## src/rtl/core/caldate_pkg.sv

```systemverilog
// types, constants and calendar helper functions for the date counter
package caldate_pkg;

   localparam int MAX_YEAR_DEF = 9999;

   localparam int DAY_W   = 5;
   localparam int MONTH_W = 4;
   localparam int YEAR_W  = 14;
   localparam int GAP_W   = 22;
   localparam int DN_W    = 23;
   localparam int YMOD_W  = 7;
   localparam int CENT_W  = 2;
   localparam int Q100_W  = 8;
   localparam int PROD_W  = 30;
   localparam int DBM_W   = 9;

   localparam logic [PROD_W-1:0] DIV25_MUL = PROD_W'(167773);
   localparam int                DIV25_SHIFT = 22;

   localparam logic [DN_W-1:0]  DN_RESET = DN_W'(730120);
   localparam logic [GAP_W-1:0] GAP_MAX  = '1;

   typedef enum logic [1:0] {
      FUNC_SET  = 2'd0,
      FUNC_NEXT = 2'd1,
      FUNC_PREV = 2'd2,
      FUNC_DIFF = 2'd3
   } func_type;

   typedef struct packed {
      logic                valid;
      func_type            func;
      logic [DAY_W-1:0]    day;
      logic [MONTH_W-1:0]  month;
      logic [YEAR_W-1:0]   year;
      logic                ok;
      logic [DN_W-1:0]     dn;
      logic [YMOD_W-1:0]   ymod;
      logic [CENT_W-1:0]   cent;
   } given_type;

   // floor(v / 100) as floor((v >> 2) / 25) by reciprocal
   function automatic logic [Q100_W-1:0] div100(input logic [YEAR_W-1:0] v);
      logic [PROD_W-1:0] prod;
      prod = PROD_W'(v[YEAR_W-1:2]) * DIV25_MUL;
      return prod[DIV25_SHIFT +: Q100_W];
   endfunction

   // leap from year mod 100 and low bits of year / 100
   function automatic logic is_leap(input logic [YMOD_W-1:0] ymod,
                                    input logic [CENT_W-1:0] cent);
      return (ymod[1:0] == 2'd0) && ((ymod != '0) || (cent == '0));
   endfunction

   function automatic logic [DAY_W-1:0] month_days(input logic [MONTH_W-1:0] m,
                                                   input logic leap);
      logic [DAY_W-1:0] len;
      case (m)
         4'd1:    len = 5'd31;
         4'd2:    len = leap ? 5'd29 : 5'd28;
         4'd3:    len = 5'd31;
         4'd4:    len = 5'd30;
         4'd5:    len = 5'd31;
         4'd6:    len = 5'd30;
         4'd7:    len = 5'd31;
         4'd8:    len = 5'd31;
         4'd9:    len = 5'd30;
         4'd10:   len = 5'd31;
         4'd11:   len = 5'd30;
         4'd12:   len = 5'd31;
         default: len = 5'd0;
      endcase
      return len;
   endfunction

   function automatic logic [DBM_W-1:0] days_before(input logic [MONTH_W-1:0] m);
      logic [DBM_W-1:0] n;
      case (m)
         4'd1:    n = 9'd0;
         4'd2:    n = 9'd31;
         4'd3:    n = 9'd59;
         4'd4:    n = 9'd90;
         4'd5:    n = 9'd120;
         4'd6:    n = 9'd151;
         4'd7:    n = 9'd181;
         4'd8:    n = 9'd212;
         4'd9:    n = 9'd243;
         4'd10:   n = 9'd273;
         4'd11:   n = 9'd304;
         4'd12:   n = 9'd334;
         default: n = 9'd0;
      endcase
      return n;
   endfunction

endpackage

```

## src/rtl/core/caldate_daynum.sv

```systemverilog
// request pipeline that checks the given date and forms its day number
module caldate_daynum #(
   parameter int MAX_YEAR = caldate_pkg::MAX_YEAR_DEF
) (
   input  logic                               clock,
   input  logic                               reset,
   input  logic                               req_valid,
   output logic                               req_stall,
   input  logic [1:0]                         req_func,
   input  logic [caldate_pkg::DAY_W-1:0]      req_in_day,
   input  logic [caldate_pkg::MONTH_W-1:0]    req_in_month,
   input  logic [caldate_pkg::YEAR_W-1:0]     req_in_year,
   input  logic                               down_stall,
   output caldate_pkg::given_type             given
);

   localparam int YW = caldate_pkg::YEAR_W;
   localparam int DW = caldate_pkg::DN_W;

   logic                              a_valid_ff, a_valid_in;
   caldate_pkg::func_type             a_func_ff;
   logic [caldate_pkg::DAY_W-1:0]     a_day_ff;
   logic [caldate_pkg::MONTH_W-1:0]   a_month_ff;
   logic [YW-1:0]                     a_year_ff;

   logic                              b_valid_ff, b_valid_in;
   caldate_pkg::func_type             b_func_ff;
   logic [caldate_pkg::DAY_W-1:0]     b_day_ff;
   logic [caldate_pkg::MONTH_W-1:0]   b_month_ff;
   logic [YW-1:0]                     b_year_ff;
   logic [caldate_pkg::Q100_W-1:0]    b_q100y_ff, b_q100y_in;
   logic [caldate_pkg::Q100_W-1:0]    b_q100p_ff, b_q100p_in;

   caldate_pkg::given_type            c_ff, c_in;

   logic          a_ok, b_ok, c_ok;
   logic [YW-1:0] a_prev_year, b_prev_year, b_ymod_full;
   logic          b_leap;

   assign c_ok      = !c_ff.valid || !down_stall;
   assign b_ok      = !b_valid_ff || c_ok;
   assign a_ok      = !a_valid_ff || b_ok;
   assign req_stall = !a_ok;

   assign a_valid_in = req_valid;
   assign b_valid_in = a_valid_ff;

   // stage a: year / 100 for the year and the year before
   assign a_prev_year = a_year_ff - YW'(1);
   assign b_q100y_in  = caldate_pkg::div100(a_year_ff);
   assign b_q100p_in  = caldate_pkg::div100(a_prev_year);

   // stage b: validity and closed-form day number
   assign b_prev_year = b_year_ff - YW'(1);
   assign b_ymod_full = b_year_ff - (YW'(b_q100y_ff) * YW'(100));
   assign b_leap      = caldate_pkg::is_leap(b_ymod_full[caldate_pkg::YMOD_W-1:0],
                                             b_q100y_ff[caldate_pkg::CENT_W-1:0]);

   always_comb begin
      c_in       = '0;
      c_in.valid = b_valid_ff;
      c_in.func  = b_func_ff;
      c_in.day   = b_day_ff;
      c_in.month = b_month_ff;
      c_in.year  = b_year_ff;
      c_in.ymod  = b_ymod_full[caldate_pkg::YMOD_W-1:0];
      c_in.cent  = b_q100y_ff[caldate_pkg::CENT_W-1:0];
      c_in.ok    = (b_year_ff >= YW'(1)) && (b_year_ff <= YW'(MAX_YEAR))
                   && (b_month_ff >= 4'd1) && (b_month_ff <= 4'd12)
                   && (b_day_ff >= 5'd1)
                   && (b_day_ff <= caldate_pkg::month_days(b_month_ff, b_leap));
      c_in.dn    = (DW'(b_prev_year) * DW'(365))
                   + DW'(b_prev_year[YW-1:2])
                   - DW'(b_q100p_ff)
                   + DW'(b_q100p_ff[caldate_pkg::Q100_W-1:2])
                   + DW'(caldate_pkg::days_before(b_month_ff))
                   + DW'(b_leap && (b_month_ff > 4'd2))
                   + DW'(b_day_ff);
   end

   always_ff @(posedge clock) begin
      if (reset) begin
         a_valid_ff  <= 1'b0;
         b_valid_ff  <= 1'b0;
         c_ff.valid  <= 1'b0;
      end else begin
         if (a_ok) begin
            a_valid_ff <= a_valid_in;
         end
         if (b_ok) begin
            b_valid_ff <= b_valid_in;
         end
         if (c_ok) begin
            c_ff.valid <= c_in.valid;
         end
      end
      if (a_ok) begin
         a_func_ff  <= caldate_pkg::func_type'(req_func);
         a_day_ff   <= req_in_day;
         a_month_ff <= req_in_month;
         a_year_ff  <= req_in_year;
      end
      if (b_ok) begin
         b_func_ff  <= a_func_ff;
         b_day_ff   <= a_day_ff;
         b_month_ff <= a_month_ff;
         b_year_ff  <= a_year_ff;
         b_q100y_ff <= b_q100y_in;
         b_q100p_ff <= b_q100p_in;
      end
      if (c_ok) begin
         c_ff.func  <= c_in.func;
         c_ff.day   <= c_in.day;
         c_ff.month <= c_in.month;
         c_ff.year  <= c_in.year;
         c_ff.ok    <= c_in.ok;
         c_ff.dn    <= c_in.dn;
         c_ff.ymod  <= c_in.ymod;
         c_ff.cent  <= c_in.cent;
      end
   end

   assign given = c_ff;

endmodule

```

## src/rtl/core/calendar_date_counter_core.sv

```systemverilog
// calendar date counter: held date, day stepping and day difference
//
//   channel  direction  handshake            fields
//   req      in         req_valid/req_stall  func, in_day, in_month, in_year
//   rsp      out        rsp_valid/rsp_stall  now_day, now_month, now_year,
//                                            day_gap, bad_request
//
// one request per cycle unless rsp_stall backs up the pipeline; a result is registered
// once its request has passed stages a, b and c of caldate_daynum, which form the given
// date's day number, and the stage updating the held date and its day number
// synchronous reset gives 1 jan 2000 and empties the pipeline
// rsp_stall holds the result register; earlier stages keep filling until full
module calendar_date_counter_core #(
   parameter int MAX_YEAR = caldate_pkg::MAX_YEAR_DEF
) (
   input  logic                               clock,
   input  logic                               reset,
   input  logic                               req_valid,
   output logic                               req_stall,
   input  logic [1:0]                         req_func,
   input  logic [caldate_pkg::DAY_W-1:0]      req_in_day,
   input  logic [caldate_pkg::MONTH_W-1:0]    req_in_month,
   input  logic [caldate_pkg::YEAR_W-1:0]     req_in_year,
   output logic                               rsp_valid,
   input  logic                               rsp_stall,
   output logic [caldate_pkg::DAY_W-1:0]      rsp_now_day,
   output logic [caldate_pkg::MONTH_W-1:0]    rsp_now_month,
   output logic [caldate_pkg::YEAR_W-1:0]     rsp_now_year,
   output logic [caldate_pkg::GAP_W-1:0]      rsp_day_gap,
   output logic                               rsp_bad_request
);

   localparam int YW = caldate_pkg::YEAR_W;
   localparam int DW = caldate_pkg::DN_W;
   localparam int MW = caldate_pkg::YMOD_W;

   caldate_pkg::given_type            given;
   logic                              out_ok, fire;

   logic [caldate_pkg::DAY_W-1:0]     held_day_ff, held_day_in;
   logic [caldate_pkg::MONTH_W-1:0]   held_month_ff, held_month_in;
   logic [YW-1:0]                     held_year_ff, held_year_in;
   logic [DW-1:0]                     held_dn_ff, held_dn_in;
   logic [MW-1:0]                     held_ymod_ff, held_ymod_in;
   logic [caldate_pkg::CENT_W-1:0]    held_cent_ff, held_cent_in;

   logic                              rsp_valid_ff, rsp_valid_in;
   logic [caldate_pkg::DAY_W-1:0]     rsp_now_day_ff;
   logic [caldate_pkg::MONTH_W-1:0]   rsp_now_month_ff;
   logic [YW-1:0]                     rsp_now_year_ff;
   logic [caldate_pkg::GAP_W-1:0]     rsp_day_gap_ff, rsp_day_gap_in;
   logic                              rsp_bad_request_ff, rsp_bad_request_in;

   logic                              held_leap;
   logic [caldate_pkg::DAY_W-1:0]     held_len;
   logic [DW-1:0]                     gap_abs;

   caldate_daynum #(
      .MAX_YEAR (MAX_YEAR)
   ) u_daynum (
      .clock        (clock),
      .reset        (reset),
      .req_valid    (req_valid),
      .req_stall    (req_stall),
      .req_func     (req_func),
      .req_in_day   (req_in_day),
      .req_in_month (req_in_month),
      .req_in_year  (req_in_year),
      .down_stall   (!out_ok),
      .given        (given)
   );

   assign out_ok       = !rsp_valid_ff || !rsp_stall;
   assign fire         = given.valid && out_ok;
   assign rsp_valid_in = given.valid;

   assign held_leap = caldate_pkg::is_leap(held_ymod_ff, held_cent_ff);
   assign held_len  = caldate_pkg::month_days(held_month_ff, held_leap);
   assign gap_abs   = (held_dn_ff > given.dn) ? (held_dn_ff - given.dn)
                                              : (given.dn - held_dn_ff);

   always_comb begin
      held_day_in        = held_day_ff;
      held_month_in      = held_month_ff;
      held_year_in       = held_year_ff;
      held_dn_in         = held_dn_ff;
      held_ymod_in       = held_ymod_ff;
      held_cent_in       = held_cent_ff;
      rsp_day_gap_in     = '0;
      rsp_bad_request_in = 1'b0;
      case (given.func)
         caldate_pkg::FUNC_SET: begin
            if (given.ok) begin
               held_day_in   = given.day;
               held_month_in = given.month;
               held_year_in  = given.year;
               held_dn_in    = given.dn;
               held_ymod_in  = given.ymod;
               held_cent_in  = given.cent;
            end else begin
               rsp_bad_request_in = 1'b1;
            end
         end
         caldate_pkg::FUNC_NEXT: begin
            if ((held_day_ff == 5'd31) && (held_month_ff == 4'd12)
                && (held_year_ff >= YW'(MAX_YEAR))) begin
               rsp_bad_request_in = 1'b1;
            end else begin
               held_dn_in = held_dn_ff + DW'(1);
               if (held_day_ff >= held_len) begin
                  held_day_in = 5'd1;
                  if (held_month_ff >= 4'd12) begin
                     held_month_in = 4'd1;
                     held_year_in  = held_year_ff + YW'(1);
                     if (held_ymod_ff == MW'(99)) begin
                        held_ymod_in = '0;
                        held_cent_in = held_cent_ff + 2'd1;
                     end else begin
                        held_ymod_in = held_ymod_ff + MW'(1);
                     end
                  end else begin
                     held_month_in = held_month_ff + 4'd1;
                  end
               end else begin
                  held_day_in = held_day_ff + 5'd1;
               end
            end
         end
         caldate_pkg::FUNC_PREV: begin
            if ((held_day_ff == 5'd1) && (held_month_ff == 4'd1)
                && (held_year_ff <= YW'(1))) begin
               rsp_bad_request_in = 1'b1;
            end else begin
               held_dn_in = held_dn_ff - DW'(1);
               if (held_day_ff <= 5'd1) begin
                  if (held_month_ff <= 4'd1) begin
                     held_month_in = 4'd12;
                     held_year_in  = held_year_ff - YW'(1);
                     if (held_ymod_ff == '0) begin
                        held_ymod_in = MW'(99);
                        held_cent_in = held_cent_ff - 2'd1;
                     end else begin
                        held_ymod_in = held_ymod_ff - MW'(1);
                     end
                  end else begin
                     held_month_in = held_month_ff - 4'd1;
                  end
                  // december needs no leap bit; february keeps the same year
                  held_day_in = caldate_pkg::month_days(held_month_in, held_leap);
               end else begin
                  held_day_in = held_day_ff - 5'd1;
               end
            end
         end
         caldate_pkg::FUNC_DIFF: begin
            if (given.ok) begin
               if (gap_abs > DW'(caldate_pkg::GAP_MAX)) begin
                  rsp_day_gap_in = caldate_pkg::GAP_MAX;
               end else begin
                  rsp_day_gap_in = gap_abs[caldate_pkg::GAP_W-1:0];
               end
            end else begin
               rsp_bad_request_in = 1'b1;
            end
         end
         default: begin
            rsp_bad_request_in = 1'b1;
         end
      endcase
   end

   always_ff @(posedge clock) begin
      if (reset) begin
         held_day_ff   <= 5'd1;
         held_month_ff <= 4'd1;
         held_year_ff  <= YW'(2000);
         held_dn_ff    <= caldate_pkg::DN_RESET;
         held_ymod_ff  <= '0;
         held_cent_ff  <= '0;
         rsp_valid_ff  <= 1'b0;
      end else begin
         if (fire) begin
            held_day_ff   <= held_day_in;
            held_month_ff <= held_month_in;
            held_year_ff  <= held_year_in;
            held_dn_ff    <= held_dn_in;
            held_ymod_ff  <= held_ymod_in;
            held_cent_ff  <= held_cent_in;
         end
         if (out_ok) begin
            rsp_valid_ff <= rsp_valid_in;
         end
      end
   end

   always_ff @(posedge clock) begin
      if (fire) begin
         rsp_now_day_ff     <= held_day_in;
         rsp_now_month_ff   <= held_month_in;
         rsp_now_year_ff    <= held_year_in;
         rsp_day_gap_ff     <= rsp_day_gap_in;
         rsp_bad_request_ff <= rsp_bad_request_in;
      end
   end

   assign rsp_valid       = rsp_valid_ff;
   assign rsp_now_day     = rsp_now_day_ff;
   assign rsp_now_month   = rsp_now_month_ff;
   assign rsp_now_year    = rsp_now_year_ff;
   assign rsp_day_gap     = rsp_day_gap_ff;
   assign rsp_bad_request = rsp_bad_request_ff;

endmodule

```

## config.mk

```make
export PLATFORM = sky130hd
export DESIGN_NAME = calendar_date_counter_core
export DESIGN_NICKNAME = d
export VERILOG_FILES = /design/src/rtl/core/caldate_pkg.sv /design/src/rtl/core/caldate_daynum.sv /design/src/rtl/core/calendar_date_counter_core.sv
export SDC_FILE = /design/constraint.sdc
export NUM_CORES = 1
export LEC_CHECK = 0
export ABC_CLOCK_PERIOD_IN_PS = 19190
export BUFFER_PORTS_ARGS = -buffer_cell sky130_fd_sc_hd__buf_2
export CAP_MARGIN = 20
export CORE_MARGIN = 4
export CORE_UTILIZATION = 55
export CTS_CLUSTER_SIZE = 24
export DETAILED_ROUTE_END_ITERATION = 16
export PLACE_DENSITY = 0.73
export SLEW_MARGIN = 20
export SYNTH_ARGS = -nofsm -noshare
export SYNTH_HDL_FRONTEND = slang
export SYNTH_SLANG_ARGS = --single-unit
export TNS_END_PERCENT = 1
```

## constraint.sdc

```tcl
create_clock -name clock -period 19.19 [get_ports clock]
set_input_delay 0.9595 -clock clock [delete_from_list [all_inputs] [get_ports clock]]
set_output_delay 0.9595 -clock clock [all_outputs]
set_load 0.03 [all_outputs]
```

# --- Yosys cells after proc, flatten, opt, wreduce, memory -nomap -nowiden ---
# Memories as Yosys holds them, arrays and structs flattened. A register that Yosys moved wholly into a read port is not among the register bits.
# Index checks and enable logic that the tools add are counted.
classes:
  n_addsub: 23
  n_mul: 4
  n_div: 0
  magnitude_cmp: 15
  eq_ne: 51
  shift: 0
  muxes: 61
  bitwise: 0
  n_reduce_logical: 45
op_table:
  columns: ["cell", "count"]
  rows:
  - ["14-bit two-way mux", 7]
  - ["23-bit two-way mux", 4]
  - ["23-bit one-hot mux with 3 select lines", 1]
  - ["7-bit two-way mux", 9]
  - ["4-bit equality test (second input constant)", 15]
  - ["12-bit by 18-bit multiplier with 30-bit output (second input constant)", 2]
  - ["5-bit one-hot mux with 3 select lines", 4]
  - ["4-bit by 3-bit equality test with 1-bit output (second input constant)", 12]
  - ["23-bit subtractor", 2]
  - ["4-bit two-way mux", 11]
  - ["14-bit one-hot mux with 3 select lines", 1]
  - ["14-bit by 1-bit subtractor with 14-bit output (second input constant)", 3]
  - ["5-bit two-way mux", 5]
  - ["4-bit by 2-bit equality test with 1-bit output (second input constant)", 6]
  - ["23-bit by 1-bit adder with 23-bit output", 1]
  - ["23-bit by 1-bit adder with 23-bit output (second input constant)", 1]
  - ["23-bit by 12-bit adder with 23-bit output", 1]
  - ["23-bit by 5-bit adder with 23-bit output", 1]
  - ["23-bit by 6-bit adder with 23-bit output", 1]
  - ["23-bit by 9-bit adder with 23-bit output", 1]
  - ["23-bit by 22-bit > comparator with 1-bit output (second input constant)", 1]
  - ["23-bit > comparator", 1]
  - ["14-bit by 9-bit multiplier with 23-bit output (second input constant)", 1]
  - ["23-bit by 1-bit subtractor with 23-bit output (second input constant)", 1]
  - ["54 further kinds", 107]
word_totals:
  register_bits: 229
  latch_bits: 0
  ramBits: 0
  romBits: 144
  input_bits: 29
  output_inout_bits: 48
  word_cells: 233
  mem_count: 1
memory_table:
  columns: ["memory", "words", "width", "rd", "rd_ports_with_merged_regs", "wr", "line", "rtl"]
  rows:
  - ["(name not given)", 16, 9, 1, 1, 0, "caldate_pkg.sv:78", "case (m)"]

# --- Depth between registers and ports, before layout ---
# Gate-level depths: netlist (run 1).
logic_depth:
  word_depth: 11
  depth_mapped: 29
  ltp_nobuf: 29

# --- Modules after synthesis ---
# Synthesis (run 1) repeated with hierarchy kept, for this count alone.
hier_totals:
  hier_cells: 2696
  area_unflattened_um2: 26002.4
modules_own_cells:
  columns: ["mod", "n_inst", "cells_each", "area_each_um2", "seq_area_each_um2"]
  rows:
  - ["caldate_daynum", 1, 1390, 15854.0, 3813.7]
  - ["calendar_date_counter_core", 1, 1306, 10148.5, 2502.4]

# --- Worst setup path before layout (run 1) ---
# OpenSTA, ideal clock, no wires.
synth_timing:
  path_kind: "register to register"
  from: "reg u_daynum.a_year_ff[3]"
  to: "reg u_daynum.b_q100p_ff[7] (netlist bit), data pin"
  setup_time_ns: 0.262
  arrival_time_ns: 6.510
  t_required_ns: 18.928
  slack_ns: 12.418
  path_stages_with_launch: 29
  path_buffers: 0
  synth_period_minus_slack_ns: 6.772
  cell_sequence: "edfxtp_1 inv_1 ha_1 nand2b_1 nand3_1 or3_1 nand2_1 nand2_1 nand2_1 nand2_1 xnor2_1 fa_1 inv_1 fa_1 inv_1 fa_1 fa_1 inv_1 fa_1 ha_1 a21oi_1 o21ai_0 a41oi_1 o31ai_1 o41a_1 a211o_1 a21o_1 a21oi_1 xor2_1"
synth_via:
  elab_chain_len: 2
synth_rtl:
  columns: ["element", "line", "rtl"]
  rows:
  - ["start: declaration", "caldate_daynum.sv:24", "logic [YW-1:0] a_year_ff;"]
  - ["start signal: assignment", "caldate_daynum.sv:101", "a_year_ff <= req_in_year;"]
  - ["14-bit by 1-bit subtractor with 14-bit output", "caldate_daynum.sv:49", "assign a_prev_year = a_year_ff - YW'(1);"]
  - ["12-bit by 18-bit multiplier with 30-bit output", "caldate_pkg.sv:45", "prod = PROD_W'(v[YEAR_W-1:2]) * DIV25_MUL;"]
  - ["net u_daynum.b_q100p_in (one bit)", "caldate_daynum.sv:32", "logic [caldate_pkg::Q100_W-1:0] b_q100p_ff, b_q100p_in;"]
  - ["end signal: assignment", "caldate_daynum.sv:109", "b_q100p_ff <= b_q100p_in;"]
  - ["end: declaration", "caldate_daynum.sv:32", null]
# The timed path passes the listed nets, and every way through them passes these cells.
# A chain may end at the register's enable or synchronous reset.

==> impl_metrics.csv, run 1 <==
group,metric,value,unit
power,finalPower,4.75,mW
clocking,holdBufCountCts,0,
sta,period_minus_slack,7470,ps
outcome,status,"finished, final reports clean",
hold_path,hold_path.class,"reg -> reg",
clocking,clk_pin_slew,60,ps
clocking,h-tree-depth,1,
setup_path,path_class,"reg -> reg",
setup_path,end_kind,"register",
sta,max_freq,134,MHz
placement,io_buffers,76,
power,swShare,0.471,
cells_and_area,multi_input_area,0.0176,sq mm
power,netSwitchingPower,2.24,mW
grt,grt_max_degree,57,
sta,slew_headroom,0.338,
power,vdd_drop_max,0.000195,V
floorplanning,start_util,0.558,
drt,drt.antenna.violating_nets,0,
synthesis,synth_edf_count,165,
setup_path,cp.arrival,7780,ps
cells_and_area,nNetsFinal,3426,
sta,fin_setup_tns,0,ps
drt,drcViolationCount,0,
power,power.share.sequential,0.173,
setup_path,cpPeakStageDelay,720,ps
synthesis,syn_area,0.0260,sq mm
placement,hpwl,52.7,mm
setup_path,rr_worst_depth,25,
cells_and_area,seqCellArea,0.00632,sq mm
setup_path,start_kind,"register",
synthesis,synth_top_cells_by_area,"edfxtp_1, ha_1, fa_1",
grt,grt_util_all_layers,0.262,
grt,grt-ovfl-total,0,
power,p_int,2.52,mW
synthesis,post_synth_num_cell_types,82,
sta,final_max_slew_viol_count,0,
synthesis,synthArstFlopShare,0,
clocking,tritoncts,"built",
clocking,cts_setup_buffers,0,
grt,antenna_found_initial,0,
cells_and_area,fillerInstances,4035,
floorplanning,core_region_area,0.0467,sq mm
cells_and_area,layout-drive-gt1-share,0.0619,
power,p_leak,13.1,nW
drt,avgRoutedWirePerCell,19.6,microns
synthesis,synth_nets,3392,
sta,hold_violations,0,
setup_path,slowest_stage,"xnor2_1",
run,drv_cap,0,
setup_path,cpMostUsedCell,"inv_1",
synthesis,ys_seq_area_frac,0.242,
grt,grt_pass1_vias,20502,
synthesis,yosys_warnings,0,
synthesis,ys.flop_type,"edfxtp_1",
synthesis,synth_top_area_frac,0.190,
power,clkPwrFrac,0.113,
floorplanning,die_area,0.0509,sq mm
floorplanning,rows,79,
setup_path,cp_max_fo,7,
drt,drt-initial-drc-count,1556,
synthesis,synth_seq_cells,233,
clocking,clock_latency,580,ps
synthesis,syn_area_per_cell,9.51,sq um
setup_path,required,19500,ps
drt,drt-total-wl,66.7,mm
drt,vias_per_cell,5.89,
clocking,cts_sinks,233,
synthesis,yosys.area.top_type,"edfxtp_1",
clocking,cts-resized-gates,0,
cells_and_area,area_delta_synth_final,7.02,%
cells_and_area,insertedDiodeCount,0,
power,power_frac_comb,0.714,
power,power_density,170,mW/mm^2
sta,clock_skew,28.1,ps
synthesis,synthesis.instances,2740,
floorplanning,ios,77,
sta,tightestPinTransition,994,ps
sta,fin_crit_sh,0.389,
grt,grt_pass1_wl,108,mm
clocking,cts_made_buffers,27,
sta,setup_violations,0,
floorplanning,die-width,226,microns
drt,vias,20043,
hold_path,min_path_cells,0,
drt,first_pass_iters,5,
floorplanning,die_height,226,microns
synthesis,yosysMostFrequentCell,"inv_1",
sta,rsz0062_at_grt,"no",
placement,place_congestion,0.953,
clocking,cts_root_buf,"clkbuf_16",
synthesis,synth.top_cells.by_count,"inv_1, ha_1, fa_1",
clocking,cts_buffer_depth,3,
layout by cell type (no fill, tap or decap), types with 22 or more instances in the layout:
master | netlist | routed
edfxtp_1 | 165 | 165
xor2_1 | 31 | 31
nor3_1 | 54 | 53
a31oi_1 | 27 | 27
nand3_1 | 42 | 42
o21ai_0 | 140 | 140
nor2_1 | 145 | 145
mux2i_1 | 33 | 33
dfxtp_1 | 68 | 68
o21a_1 | 23 | 23
buf_4 | 5 | 22
clkbuf_16 | 0 | 27
a21o_1 | 51 | 51
buf_2 | 9 | 76
a21oi_1 | 180 | 180
ha_1 | 388 | 387
fa_1 | 235 | 235
xnor2_1 | 82 | 82
inv_1 | 456 | 455
a211oi_1 | 31 | 31
nand2_1 | 165 | 164
o211ai_1 | 25 | 25
layer usage:
metal / GRT usage / up-vias / routed length (microns)
li1: - / 9507 / -
met1: 0.355 / 9727 / 28600
met2: 0.440 / 652 / 31900
met3: 0.0274 / 157 / 3490
met4: 0.0988 / 0 / 2630
met5: 0 / - / 0
per-stage QoR:
| stage | worst slack, ps | std cells | cell area, sq um | util | hold slack [ps] |
|---|---|---|---|---|---|
| after floorplan | 12420 | 2740 | 26100 | - | 400 |
| after global placement | 11950 | 3352 | 27000 | 0.578 | 405 |
| after detailed placement | 11780 | 3352 | 27000 | 0.578 | 405 |
| after CTS | 11730 | 3402 | 27900 | 0.598 | 420 |
| after global routing | 11110 | 3402 | 27900 | 0.598 | 427 |
| final | 11720 | 3402 | 27900 | 0.598 | 419 |
kinds of logic after synthesis:
group	after synthesis	share of synthesized area
xor gates and xnor gates	113	0.0380
muxes	40	0.0157
AOI/OAI and AO/OA	629	0.155
and+or+nand+nor	550	0.100
DFF	233	0.242
buffers and inverters	552	0.0813
adders and majority gates	623	0.367
registers in the layout, indices dropped and copies added, names as in the netlist, 2 cells and up, named ones only:
register	cells
held_cent_ff	2
held_day_ff	5
held_dn_ff	23
held_month_ff	4
held_year_ff	14
held_ymod_ff	7
rsp_day_gap	22
rsp_now_day	5
rsp_now_month	4
rsp_now_year	14
u_daynum.a_day_ff	5
u_daynum.a_func_ff	2
u_daynum.a_month_ff	4
u_daynum.a_year_ff	14
u_daynum.b_day_ff	5
u_daynum.b_func_ff	2
u_daynum.b_month_ff	4
u_daynum.b_q100p_ff	8
u_daynum.b_q100y_ff	5
u_daynum.b_year_ff	14
u_daynum.given	57
path summary, 6_finish.rpt:
| path | end | slack (ps) | from |
|---|---|---|---|
| setup / recovery | u_daynum.given[28]$_DFFE_PP_ | 11720 | u_daynum.b_year_ff[0]$_DFFE_PN_ |
| hold / removal | u_daynum.given[57]$_DFFE_PP_ | 420 | u_daynum.b_func_ff[1]$_DFFE_PN_ |
| setup reg to reg | u_daynum.given[28]$_DFFE_PP_ | 11720 | u_daynum.b_year_ff[0]$_DFFE_PN_ |
| hold reg to reg | u_daynum.given[57]$_DFFE_PP_ | 420 | u_daynum.b_func_ff[1]$_DFFE_PN_ |
power groups by stage:
| stage | combinational [mW] | clock, mW | sequential [mW] |
|---|---|---|---|
| 6_report | 3.39 | 0.539 | 0.820 |
| 5_1_grt | 3.92 | 0.566 | 0.827 |
| 4_1_cts | 3.39 | 0.550 | 0.819 |
| 3_5_place_dp | 3.35 | 0 | 0.829 |
| 3_3_place_gp | 3.23 | 0 | 0.828 |
| 2_1_floorplan | 2.63 | 0 | 0.800 |
cell type report:
type	count	share of cell area
Clock inverter	16	0.00664
Clock buffer	34	0.0259
Inverter	459	0.0618
Sequential cell	233	0.227
Multi-Input combinational cell	1955	0.632
Timing Repair Buffer	98	0.0196
Tap cell	607	0.0272
worst max-delay path: cells and delay by family, from the launching register on:
| family | cells | cell delay (ps) |
|---|---|---|
| and+or+nand+nor | 2 | 390 |
| DFF | 1 | 520 |
| adders and majority gates | 8 | 3240 |
| buffers and inverters | 6 | 530 |
| xor gates and xnor gates | 2 | 870 |
| AOI/OAI and AO/OA | 7 | 1630 |
Note: power is estimated with default switching activity, not from simulation.
==> inputs of run 2 (changes only) <==
ABC_CLOCK_PERIOD_IN_PS = 6400   (was 19190)
PLACE_DENSITY = 0.76   (was 0.73)
clock period = 6.4 ns   (was 19.19 ns; I/O delays follow)
==> run 2 against run 1 <==
Net effect:
- the flow now finishes with violations (setup timing)
- hold slack got worse by 40 ps
- flip-flop and latch count unchanged
- non-clock buffer count increased by 194
- highest routed layer unchanged
- via count increased by 4.9%
- cell count rose by 5.7%
- combinational power grew to 3.9 times the previous value
- critical endpoint unchanged
==> impl_metrics.csv, run 2 (synthesis results as in run 1) <==
group,metric,value,unit
sta,max_freq,155,MHz
setup_path,cp.arrival,6780,ps
drt,first_pass_iters,6,
cells_and_area,nNetsFinal,3620,
setup_path,path_class,"reg -> reg",
setup_path,slowest_stage,"fa_2",
power,p_int,9.43,mW
setup_path,end_kind,"register",
floorplanning,ios,77,
power,vdd_drop_max,0.000836,V
power,p_leak,14.1,nW
cells_and_area,finish.utilization,0.642,
cells_and_area,layout-drive-gt1-share,0.144,
power,power.share.sequential,0.142,
clocking,clk_pin_slew,60,ps
grt,grt_pass1_vias,21412,
clocking,clock_latency,580,ps
grt,grt_util_all_layers,0.263,
hold_path,min_path_cells,3,
floorplanning,start_util,0.558,
clocking,cts_buffer_depth,3,
power,netSwitchingPower,7.67,mW
sta,period_minus_slack,6470,ps
drt,vias,21024,
grt,grt_max_degree,57,
floorplanning,rows,79,
drt,vias_per_cell,5.85,
grt,grt_pass1_wl,109,mm
grt,grt-ovfl-total,0,
sta,hold_violations,0,
sta,rsz0062_at_grt,"yes",
power,clkPwrFrac,0.089,
cells_and_area,area_delta_synth_final,15.0,%
grt,antenna_found_initial,0,
setup_path,start_kind,"register",
drt,drcViolationCount,0,
drt,drt.antenna.violating_nets,0,
placement,placed_cells,3501,
outcome,violations,"setup timing",
sta,tightestPinTransition,924,ps
hold_path,worstHoldEndpoint,"held_month_ff[1]$_SDFFE_PP0P_",
clocking,cts_root_buf,"clkbuf_16",
clocking,cts_sinks,233,
sta,final_max_slew_viol_count,0,
drt,drt-initial-drc-count,1673,
sta,slew_headroom,0.366,
setup_path,required,6710,ps
power,power_density,571,mW/mm^2
drt,avgRoutedWirePerCell,19.0,microns
setup_path,timing.rr.start,"u_daynum.b_q100y_ff[0]$_DFFE_PN_",
sta,setup_violations,6,
hold_path,hp-start,"reset",
sta,fin_crit_sh,1.01,
power,swShare,0.449,
clocking,cts_made_buffers,27,
clocking,h-tree-depth,1,
placement,io_buffers,76,
setup_path,cp_max_fo,4,
setup_path,worst-r2r-setup-slack,-70,ps
cells_and_area,largest_reg_flops,57,
setup_path,cpPeakStageDelay,560,ps
drt,drt-total-wl,68.4,mm
placement,hpwl,53.4,mm
run,drv_cap,0,
outcome,status,"complete, but fails checks",
floorplanning,core_region_area,0.0467,sq mm
sta,setup_slack,-68.8,ps
setup_path,cpMostUsedCell,"ha_1",
power,power_frac_comb,0.768,
clocking,tritoncts,"built",
setup_path,rr_worst_depth,28,
floorplanning,die-width,226,microns
hold_path,hold_path.class,"in -> reg",
cells_and_area,final_common_cell,"inv_1",
floorplanning,die_area,0.0509,sq mm
floorplanning,die_height,226,microns
cells_and_area,finalNonFillerCells,3596,
setup_path,r2r-end,"u_daynum.given[28]$_DFFE_PP_",
cells_and_area,insertedDiodeCount,0,
cells_and_area,layout_common_cells,"inv_1, ha_1, fa_1",
sta,clock_skew,34.4,ps
placement,place_congestion,0.936,
[run 2: cell count changes in the layout (fill, tap and decap cells not counted), moves of 7 or more]
cell | previous run | this run
buf_4 | 22 | 186
dlygate4sd3_1 | 0 | 27
ha_1 | 387 | 372
a21oi_1 | 180 | 170
ha_4 | 0 | 10
nand2_1 | 164 | 155
a21oi_2 | 0 | 8
inv_1 | 455 | 447
inv_2 | 2 | 10
nor3_1 | 53 | 45
o21ai_0 | 140 | 133
[run 2: cell type report]
cell class,instances,area [sq um]
Tap cell,607,759
Inverter,459,1720
Timing Repair Buffer,292,2090
Clock inverter,19,170
Sequential cell,233,6320
Multi-Input combinational cell,1955,18200
Fill cell,3673,16700
Clock buffer,31,701
[run 2: worst max path at each step]
stage | start | end | slack, ps | cells after the start
2_1_floorplan | u_daynum.a_year_ff[4]$_DFFE_PN_ | u_daynum.b_q100p_ff[7]$_DFFE_PN_ | -70 | 28
4_1_cts | u_daynum.a_year_ff[2]$_DFFE_PN_ | u_daynum.b_q100p_ff[4]$_DFFE_PN_ | -130 | 28
3_3_place_gp | u_daynum.b_q100y_ff[0]$_DFFE_PN_ | u_daynum.given[28]$_DFFE_PP_ | -420 | 29
3_5_place_dp | u_daynum.b_q100y_ff[0]$_DFFE_PN_ | u_daynum.given[28]$_DFFE_PP_ | -650 | 29
6_report | u_daynum.b_q100y_ff[0]$_DFFE_PN_ | u_daynum.given[28]$_DFFE_PP_ | -70 | 28
5_1_grt | u_daynum.a_year_ff[3]$_DFFE_PN_ | u_daynum.b_q100p_ff[7]$_DFFE_PN_ | -320 | 27
[run 2: timing repair]
| action | 4_1_cts | 5_1_grt |
|---|---|---|
| gates resized for setup | 49 | 48 |
| hold buffers | 27 | 0 |
| setup endpoints to repair | 19 | 17 |
| buffers inserted | 6 | 12 |
| endpoints found under the hold margin | 27 | 0 |
| pin swaps | 33 | 47 |
[run 2: power groups by stage]
| stage | sequential (mW) | combinational (mW) | clock (mW) |
|---|---|---|---|
| 2_1_floorplan | 2.40 | 7.90 | 0 |
| 3_3_place_gp | 2.45 | 11.0 | 0 |
| 3_5_place_dp | 2.46 | 11.4 | 0 |
| 4_1_cts | 2.43 | 12.1 | 1.56 |
| 5_1_grt | 2.45 | 14.8 | 1.62 |
| 6_report | 2.44 | 13.1 | 1.53 |
[run 2: layer usage]
layer  global-route usage  wire, microns  vias to the layer above  share of wire
li1                     -              -                     9907              -
met1                0.331          27500                    10210           0.40
met2                0.464          34200                      729           0.50
met3               0.0316           3920                      178          0.057
met4                0.105           2780                        0          0.041
met5                    0              0                        -              0
[run 2: per-stage QoR]
stage	total power, mW	worst slack, ps	area (sq um)	TNS (ps)	hold slack (ps)
floorplan	10.3	-66.1	26200	-144	400
global placement	13.4	-423	28200	-2520	404
detailed placement	13.8	-654	28200	-5130	406
CTS	16.1	-132	29600	-535	345
global route	18.8	-321	29900	-2810	375
finish	17.1	-68.8	29900	-216	379
[run 2: worst max-delay path: cells and delay by family, from the launching register on]
kind | cells | cell delay [ps]
flip-flops | 1 | 430
AND/OR/NAND/NOR | 3 | 560
XOR/XNOR | 2 | 290
AO/OA/AOI/OAI | 8 | 1310
buffers and inverters | 6 | 500
adder cells (fa/ha/maj) | 9 | 3100
